==> src/hw/rtl/clps_pkg.sv <==
// Package of the closest-lattice-point search unit: request and result
// types, command and status records, fixed-point widths and opcode names.
// No dependencies.
package clps_pkg;

    // Largest lattice dimension; the request and result index fields are sized for it.
    localparam int MAX_DIM = 8;

    // Fixed-point widths: Q8.16 values, Q20.32 squared distances.
    localparam int VAL_W  = 24;
    localparam int CRD_W  = 20;
    localparam int RES_W  = 16;
    localparam int RAD_W  = 52;
    localparam int STEP_W = 17;
    localparam int DIVD_W = 40;
    localparam int FRAC_W = 16;
    // Wide enough for every level and index of the largest supported dimension.
    localparam int LVL_W  = 5;

    localparam logic [RAD_W-1:0]  RAD_MAX     = {RAD_W{1'b1}};
    localparam logic [STEP_W-1:0] STEP_BUDGET = 17'd65536;

    localparam logic CFG_DIM = 1'b0;
    localparam logic CFG_RAD = 1'b1;

    localparam logic OP_GEN = 1'b0;
    localparam logic OP_TGT = 1'b1;

    // Datapath commands.
    localparam logic [4:0] DP_NOP   = 5'd0;
    localparam logic [4:0] DP_LOAD  = 5'd1;
    localparam logic [4:0] DP_START = 5'd2;
    localparam logic [4:0] DP_INIT  = 5'd3;
    localparam logic [4:0] DP_READ  = 5'd4;
    localparam logic [4:0] DP_MUL   = 5'd5;
    localparam logic [4:0] DP_PPWR  = 5'd6;
    localparam logic [4:0] DP_DIVGO = 5'd7;
    localparam logic [4:0] DP_CENT  = 5'd8;
    localparam logic [4:0] DP_RND   = 5'd9;
    localparam logic [4:0] DP_ZZ    = 5'd10;
    localparam logic [4:0] DP_T1    = 5'd11;
    localparam logic [4:0] DP_T2    = 5'd12;
    localparam logic [4:0] DP_T3    = 5'd13;
    localparam logic [4:0] DP_T4    = 5'd14;
    localparam logic [4:0] DP_UP    = 5'd15;
    localparam logic [4:0] DP_FIX   = 5'd16;
    localparam logic [4:0] DP_LEAF  = 5'd17;

    typedef struct packed {
        logic              op;
        logic [2:0]        row;
        logic [2:0]        col;
        logic signed [23:0] value;
        logic              last;
    } t_req;

    typedef struct packed {
        logic [2:0]         index;
        logic signed [15:0] coordinate;
        logic               found;
        logic               last_res;
    } t_res;

    typedef struct packed {
        logic [4:0]       op;
        logic [LVL_W-1:0] lvl;
        logic [LVL_W-1:0] row;
        logic [LVL_W-1:0] m;
    } t_cmd;

    typedef struct packed {
        logic               div_busy;
        logic               in_radius;
        logic [LVL_W-1:0]   n;
        logic [LVL_W-1:0]   rdepth;
        logic signed [15:0] coord;
        logic               found;
    } t_sts;

endpackage

==> src/hw/rtl/clps_ctrl.sv <==
// Controller of the search unit: request acceptance, the enumeration
// sequencer and the result register. Depends on clps_pkg.
module clps_ctrl import clps_pkg::*; (
    input  logic i_clk,
    input  logic i_rst_n,
    input  logic i_req_valid,
    input  logic i_req_last,
    output logic o_req_stall,
    output logic o_res_valid,
    input  logic i_res_stall,
    output t_res o_res,
    output t_cmd o_cmd,
    input  t_sts i_sts
);

    localparam int LW = $clog2(MAX_DIM + 1);

    localparam logic [4:0] S_IDLE  = 5'd0;
    localparam logic [4:0] S_START = 5'd1;
    localparam logic [4:0] S_INIT  = 5'd2;
    localparam logic [4:0] S_DCHK  = 5'd3;
    localparam logic [4:0] S_RSET  = 5'd4;
    localparam logic [4:0] S_RRD   = 5'd5;
    localparam logic [4:0] S_RMUL  = 5'd6;
    localparam logic [4:0] S_RWR   = 5'd7;
    localparam logic [4:0] S_CRD   = 5'd8;
    localparam logic [4:0] S_CGO   = 5'd9;
    localparam logic [4:0] S_CWAIT = 5'd10;
    localparam logic [4:0] S_RND   = 5'd11;
    localparam logic [4:0] S_ZZ    = 5'd12;
    localparam logic [4:0] S_T1    = 5'd13;
    localparam logic [4:0] S_T2    = 5'd14;
    localparam logic [4:0] S_T3    = 5'd15;
    localparam logic [4:0] S_T4    = 5'd16;
    localparam logic [4:0] S_TEST  = 5'd17;
    localparam logic [4:0] S_UCHK  = 5'd18;
    localparam logic [4:0] S_FIX   = 5'd19;
    localparam logic [4:0] S_OUT   = 5'd20;

    logic [4:0]        r_state, n_state;
    logic [LW-1:0]     r_lvl, n_lvl;
    logic [LW-1:0]     r_j, n_j;
    logic [LW-1:0]     r_m, n_m;
    logic [STEP_W-1:0] r_steps, n_steps;
    logic              r_up, n_up;
    logic              r_res_valid;
    t_res              r_res;
    logic              load_res;
    logic [LW-1:0]     n_dim;
    logic              out_end;

    assign n_dim   = LW'(i_sts.n);
    assign out_end = (r_j == n_dim - 1'b1);

    always_comb begin
        n_state  = r_state;
        n_lvl    = r_lvl;
        n_j      = r_j;
        n_m      = r_m;
        n_steps  = r_steps;
        n_up     = r_up;
        load_res = 1'b0;
        o_cmd.op  = DP_NOP;
        o_cmd.lvl = LVL_W'(r_lvl);
        o_cmd.row = LVL_W'(r_j);
        o_cmd.m   = LVL_W'(r_m);
        case (r_state)
            S_IDLE: begin
                if (i_req_valid) begin
                    o_cmd.op = DP_LOAD;
                    if (i_req_last) n_state = S_START;
                end
            end
            S_START: begin
                o_cmd.op = DP_START;
                n_j      = '0;
                n_steps  = '0;
                n_lvl    = n_dim;
                n_up     = 1'b0;
                n_state  = S_INIT;
            end
            S_INIT: begin
                o_cmd.op = DP_INIT;
                if (out_end) n_state = S_DCHK;
                else         n_j = r_j + 1'b1;
            end
            S_DCHK: begin
                if (r_steps >= STEP_BUDGET) begin
                    n_j     = '0;
                    n_state = S_OUT;
                end else begin
                    n_steps = r_steps + 1'b1;
                    if (r_lvl != '0) begin
                        n_lvl   = r_lvl - 1'b1;
                        n_state = S_RSET;
                    end else begin
                        o_cmd.op = DP_LEAF;
                        n_state  = S_TEST;
                    end
                end
            end
            S_RSET: begin
                n_j     = LW'(i_sts.rdepth);
                n_state = S_RRD;
            end
            S_RRD: begin
                if (r_j > r_lvl) begin
                    o_cmd.op = DP_READ;
                    n_state  = S_RMUL;
                end else begin
                    n_state = S_CRD;
                end
            end
            S_RMUL: begin
                o_cmd.op = DP_MUL;
                n_state  = S_RWR;
            end
            S_RWR: begin
                o_cmd.op = DP_PPWR;
                n_j      = r_j - 1'b1;
                n_state  = S_RRD;
            end
            S_CRD: begin
                o_cmd.op  = DP_READ;
                o_cmd.row = LVL_W'(r_lvl);
                n_state   = S_CGO;
            end
            S_CGO: begin
                o_cmd.op  = DP_DIVGO;
                o_cmd.row = LVL_W'(r_lvl);
                n_state   = S_CWAIT;
            end
            S_CWAIT: begin
                if (!i_sts.div_busy) begin
                    o_cmd.op = DP_CENT;
                    n_state  = S_RND;
                end
            end
            S_RND: begin
                o_cmd.op = DP_RND;
                n_state  = S_ZZ;
            end
            S_ZZ: begin
                o_cmd.op = DP_ZZ;
                n_state  = S_T1;
            end
            S_T1: begin
                o_cmd.op = DP_T1;
                n_state  = S_T2;
            end
            S_T2: begin
                o_cmd.op = DP_T2;
                n_state  = S_T3;
            end
            S_T3: begin
                o_cmd.op = DP_T3;
                n_state  = S_T4;
            end
            S_T4: begin
                o_cmd.op = DP_T4;
                n_state  = S_TEST;
            end
            S_TEST: begin
                if (!r_up) begin
                    if (i_sts.in_radius) begin
                        n_state = S_DCHK;
                    end else begin
                        n_m     = r_lvl;
                        n_state = S_UCHK;
                    end
                end else begin
                    n_state = i_sts.in_radius ? S_FIX : S_UCHK;
                end
            end
            S_UCHK: begin
                if (r_lvl == n_dim - 1'b1 || r_steps >= STEP_BUDGET) begin
                    n_j     = '0;
                    n_state = S_OUT;
                end else begin
                    n_steps   = r_steps + 1'b1;
                    n_lvl     = r_lvl + 1'b1;
                    o_cmd.lvl = LVL_W'(r_lvl + 1'b1);
                    o_cmd.op  = DP_UP;
                    n_up      = 1'b1;
                    n_state   = S_T1;
                end
            end
            S_FIX: begin
                o_cmd.op = DP_FIX;
                n_up     = 1'b0;
                n_state  = S_DCHK;
            end
            S_OUT: begin
                if (!r_res_valid || !i_res_stall) begin
                    load_res = 1'b1;
                    if (out_end) n_state = S_IDLE;
                    else         n_j = r_j + 1'b1;
                end
            end
            default: n_state = S_IDLE;
        endcase
    end

    always_ff @(posedge i_clk) begin
        if (!i_rst_n) begin
            r_state     <= S_IDLE;
            r_res_valid <= 1'b0;
            r_lvl       <= '0;
            r_j         <= '0;
            r_m         <= '0;
            r_steps     <= '0;
            r_up        <= 1'b0;
        end else begin
            r_state <= n_state;
            r_lvl   <= n_lvl;
            r_j     <= n_j;
            r_m     <= n_m;
            r_steps <= n_steps;
            r_up    <= n_up;
            if (load_res)         r_res_valid <= 1'b1;
            else if (!i_res_stall) r_res_valid <= 1'b0;
        end
    end

    always_ff @(posedge i_clk) begin
        if (load_res) begin
            r_res.index      <= 3'(r_j);
            r_res.coordinate <= i_sts.coord;
            r_res.found      <= i_sts.found;
            r_res.last_res   <= out_end;
        end
    end

    assign o_req_stall = (r_state != S_IDLE);
    assign o_res_valid = r_res_valid;
    assign o_res       = r_res;

endmodule

==> config.mk <==
export PLATFORM = sky130hd
export DESIGN_NAME = clps_ctrl
export DESIGN_NICKNAME = d
export VERILOG_FILES = /design/src/hw/rtl/clps_pkg.sv /design/src/hw/rtl/clps_ctrl.sv
export SDC_FILE = /design/constraint.sdc
export NUM_CORES = 1
export LEC_CHECK = 0
export ABC_AREA = 0
export ABC_CLOCK_PERIOD_IN_PS = 3600
export BUFFER_PORTS_ARGS = -buffer_cell sky130_fd_sc_hd__buf_2
export CAP_MARGIN = 20
export CELL_PAD_IN_SITES_DETAIL_PLACEMENT = 1
export CELL_PAD_IN_SITES_GLOBAL_PLACEMENT = 2
export CORE_MARGIN = 5
export CORE_UTILIZATION = 31
export CTS_BUF_LIST = sky130_fd_sc_hd__clkbuf_2 sky130_fd_sc_hd__clkbuf_4 sky130_fd_sc_hd__clkbuf_8
export CTS_CLUSTER_DIAMETER = 30
export DETAILED_ROUTE_END_ITERATION = 10
export PLACE_DENSITY_LB_ADDON = 0.15
export SLEW_MARGIN = 30
export SYNTH_ARGS = -nofsm -noshare
export SYNTH_HDL_FRONTEND = slang
export SYNTH_SLANG_ARGS = --single-unit
==> constraint.sdc <==
create_clock -name i_clk -period 3.6 [get_ports i_clk]
set_input_delay 0.36 -clock i_clk [delete_from_list [all_inputs] [get_ports i_clk]]
set_output_delay 0.36 -clock i_clk [all_outputs]
set_load 0.01 [all_outputs]
# After elaboration in Yosys (flattened, before gate mapping)
# Index checks and enable logic that the tools add are counted.
# word_totals
elab_cells	116
input_bits	34
output_inout_bits	43
reg_bits	57
# classes
magnitude_cmp	2
eq_ne	34
reduce_logical	19
bitwise_logic	2
muxes	41
add_sub_neg	7
# ops
cell	n
5-bit case mux with 20 select lines	1
5-bit case mux with 18 select lines	1
5-bit two-way mux	14
17-bit case mux with 3 select lines	1
5-bit by 4-bit == test with 1-bit output (second input constant)	8
4-bit two-way mux	10
17-bit two-way mux	2
4-bit case mux with 7 select lines	1
5-bit == test (second input constant)	5
2-bit inequality test (second input constant)	11
5-bit by 3-bit == test with 1-bit output (second input constant)	4
17-bit by 1-bit adder with 17-bit output (second input constant)	1
17-bit >= comparator (second input constant)	1
4-bit case mux with 3 select lines	1
4-bit by 1-bit subtractor with 4-bit output (second input constant)	3
5-bit by 2-bit == test with 1-bit output (second input constant)	2
9-bit two-way mux	1
4-bit by 1-bit adder with 4-bit output (second input constant)	2
4-bit == test	2
4-bit AND reduction	2
1-bit two-way mux	7
7-bit nonzero test	1
3-bit AND reduction	2
6-bit AND reduction	1
other kinds (16)	21

# Longest topological paths before layout
# logic_depth
ltp_word	5
mapped_depth	10
ltp_nobuf	9

# Worst setup path before layout
# OpenSTA, ideal clock, no wires.
# synth_timing
kind	reg-to-reg
startpoint	register r_state[4]
endpoint	register r_j[3]
arrival_ns	2.375
t_required_ns	3.468
synth_period_minus_slack_ns	2.507
slack_ns	1.093
path_stages_with_launch	11
setup_ns	0.132
path_buffers	1
cell_sequence	dfxtp_1 > buf_2 > or3b_1 > a21boi_0 > inv_1 > ha_1 > a21o_1 > a21oi_1 > mux2_2 > o21ai_0 > a21oi_1
# synth_via
elab_chain_cells	3
word_cells_on_any_way	13
classes_between	10 x eq/ne; 1 x mux; 2 x reduce/logical
# synth_rtl
element	line	text
start: declaration	clps_ctrl.sv:40	logic [4:0] r_state, n_state;
start signal: assignment	clps_ctrl.sv:214	r_state <= n_state;
5-bit == test, or another cell as far along	clps_ctrl.sv:67	case (r_state)
7-bit nonzero test (no source line) / 2-bit inequality test (equally long branches)	-	
4-bit AND reduction (no source line)	-	
end signal: assignment	clps_ctrl.sv:216	r_j <= n_j;
end: declaration	clps_ctrl.sv:42	logic [LW-1:0] r_j, n_j;
# Several ways; a longest one is shown, not always the timed one.
# A chain may end at the register's enable or synchronous reset.

==> results.yml <==
logic_synthesis:
  synth_area_per_cell_um2: 9.10
  synth_enable_flop_cells: 21
  synth_top_family_by_area: "simple AND/OR/NAND/NOR gates"
  synth_xor_area_share_pct: 8.47
  yosys_warnings: 0
  ys_types: 61
  synth_mux_area_share_pct: 2.76
  postSynthCellCount: 383
  async_flop_share_pct: 0
  yosys.area_share.simple_pct: 22.3
  ys_ff_latch: 57
  syn-cell-area_um2: 3490
  seq_area_frac_synth_pct: 38.8
  post_synth_fa_ha_maj_area_fraction_pct: 5.81
  synth_flop_cell: "dfxtp_1"
  synth_compound_area_share_pct: 16.6
power_and_ir_drop:
  pwr_density_cell_nw_per_um2: 651
  swShare_pct: 39.3
  p_int_uw: 1670
  power_uw: 2740
  ir_worst_vdd_uv: 201
  p_sw_uw: 1080
  clkPwrFrac_pct: 27.2
  leakagePower_uw: 0.00163
  pwr-share-seq_pct: 28.9
  pwr-share-comb_pct: 43.9
routing:
  wl_um: 10300
  vias: 3065
  wire_per_inst_um: 17.2
  drt_first_pass_iters: 4
  viasPerCell: 5.13
  detail-route-antenna-nets: 0
  first_iter_violations: 121
  drc: 0
clock_network:
  cts_made_buffers: 9
  cts_tree: "yes"
  clock_latency_ns: 0.34
  post_cts_buffers: 0
  post_cts_resized: 0
  cts_num_sinks: 57
  path_clk_slew_ns: 0.07
  root_buffer: "clkbuf_8"
  cts_hold_buf: 0
  clk_path_buf_depth: 2
  h-tree-depth: 3
finish:
  syn2layout_area_growth_pct: 21.0
  final_common_cell: "buf_2"
  fill_cells: 1302
  drive_gt1_share_pct: 26.7
  final_cells: 597
  final_nets: 501
  antenna_cells: 0
  layout_common_cells: "buf_2 (72), nor2_1 (44), dfxtp_1 (36)"
  design_area_um2: 4220
place:
  hpwl_um: 7650
  dpl.cell_count: 581
  portBuffers: 72
  gp_congestion: 0.740
  placed_area_um2: 3970
  dp_slack_ns: 0.746
worst_setup_path:
  critPathKind: "flip-flop to output port"
  path_max_fanout: 19
  worstPathArrival_ns: 2.82
  cp-start-kind: "flip-flop"
  crit_required_ns: 3.24
  end_kind: "output port"
flow_run:
  cap_violations: 0
min_path:
  hold_path_class: "input port to flip-flop"
floorplanning:
  die_w_um: 116
  io_pins: 77
  die_h_um: 116
  core_area_um2: 10900
  num_rows: 38
  die_area_um2: 13500
  start_util_pct: 31.9
sta:
  finalSetupViolations: 0
  max_freq_ghz: 0.314
  slew_violations: 0
  fin_crit_sh_pct: 88.4
  hold_violations: 0
  min_period_ns: 3.18
  finalSetupTns_ns: 0
  grt_setup_unrepaired: "no"
  fin_ws_ns: 0.419
  skew_ns: 0.0116
  slew-limit-headroom_pct: 51.8
  tightest_slew_ns: 0.722
global_routing:
  grt_max_degree: 30
  grt_usage_pct: 15.6
  overflow: 0
  grt_first_pass_wirelength_um: 16500
  antenna_found_initial: 0
  grt_pass1_vias: 3112
outcome:
  status: "finished, final reports clean"
==> power by group through the flow <==
stage	clock network [µW]	registers [µW]	logic [µW]
2_1_floorplan	0	771	905
3_3_place_gp	0	807	1190
3_5_place_dp	0	809	1210
4_1_cts	773	795	1220
5_1_grt	800	803	1340
6_report	747	794	1200
==> state kept, by name (all words and copies together) (netlist names) <==
name / cells
o_res_valid: 1
r_up: 1
o_res: 21
r_steps: 17
r_lvl: 4
r_j: 4
r_state: 5
r_m: 4
==> cell type report <==
class / count / area [µm²] / area share (%)
Inverter: 16 / 60.1 / 1.42
Multi-Input combinational cell: 287 / 1960 / 46.5
Timing Repair Buffer: 81 / 428 / 10.1
Tap cell: 140 / 175 / 4.15
Sequential cell: 57 / 1350 / 32.0
Clock buffer: 11 / 139 / 3.29
Clock inverter: 5 / 104 / 2.46
==> final timing paths <==
kind | to | depth (start not counted) | slack [ns] | startpoint
worst max-delay path | o_cmd[17] | 7 | 0.42 | r_state[4]
worst min-delay path | o_res[3] | 1 | 0.19 | i_sts[2]
worst max register to register | r_j[3] | 9 | 0.82 | r_state[4]
worst min register to register | r_m[0] | 2 | 0.49 | r_m[0]
==> critical path, stage by stage, from the launching register on <==
cell and delay [ns]:
dfxtp_1 0.55, buf_4 0.30, nand3_1 0.29, a311oi_2 0.65, buf_4 0.30, a21oi_1 0.09, o211ai_1 0.13, buf_2 0.16
==> cell usage after synthesis, types with 3 or more instances <==
library cell / instances / area [µm²]
a211o_1: 3 / 26.3
a211oi_1: 4 / 30.0
a21o_1: 3 / 22.5
a21oi_1: 22 / 110
a221oi_1: 5 / 43.8
a31oi_1: 5 / 31.3
and3_1: 4 / 25.0
and4_1: 4 / 35.0
buf_2: 8 / 40.0
clkbuf_1: 10 / 37.5
dfxtp_1: 36 / 721
edfxtp_1: 21 / 631
ha_1: 13 / 163
inv_1: 15 / 56.3
mux2_2: 5 / 56.3
mux2i_1: 4 / 40.0
nand2_1: 31 / 116
nand2b_1: 3 / 18.8
nand3_1: 10 / 50.1
nand3b_1: 3 / 22.5
nand4_1: 7 / 43.8
nor2_1: 44 / 165
nor2b_1: 7 / 43.8
nor3_1: 8 / 40.0
nor3_2: 3 / 30.0
nor4_1: 3 / 18.8
nor4_2: 8 / 100
o2111ai_1: 3 / 26.3
o21a_1: 3 / 22.5
o21ai_0: 19 / 95.1
o31ai_1: 4 / 30.0
xnor2_1: 26 / 228
xor2_1: 4 / 35.0
==> logic make-up (layout without fill, tap and decap cells) <==
group,Yosys count,after routing
other,1,2
XOR/XNOR,32,32
AND/OR/NAND/NOR,143,143
multiplexers,9,9
adder cells (fa/ha/maj),15,15
buffers and inverters,40,113
flip-flops,57,57
AO/OA/AOI/OAI,86,86
==> routing by layer <==
| metal | share of wire [%] | GRT usage (%) | routed length, µm |
|---|---|---|---|
| met5 | 0 | 0 | 0 |
| met2 | 45 | 24.9 | 4620 |
| met1 | 49 | 21.4 | 5020 |
| met3 | 5.4 | 3.08 | 556 |
| met4 | 0.96 | 5.03 | 99 |
==> per-stage QoR <==
step	utilization, %	hold slack, ns
finish	38.6	0.195
global route	38.6	0.167
CTS	38.6	0.173
detailed placement	36.3	0.479
global placement	36.3	0.466
floorplan	-	0.459
No activity file was read; power rests on OpenSTA's default activity.
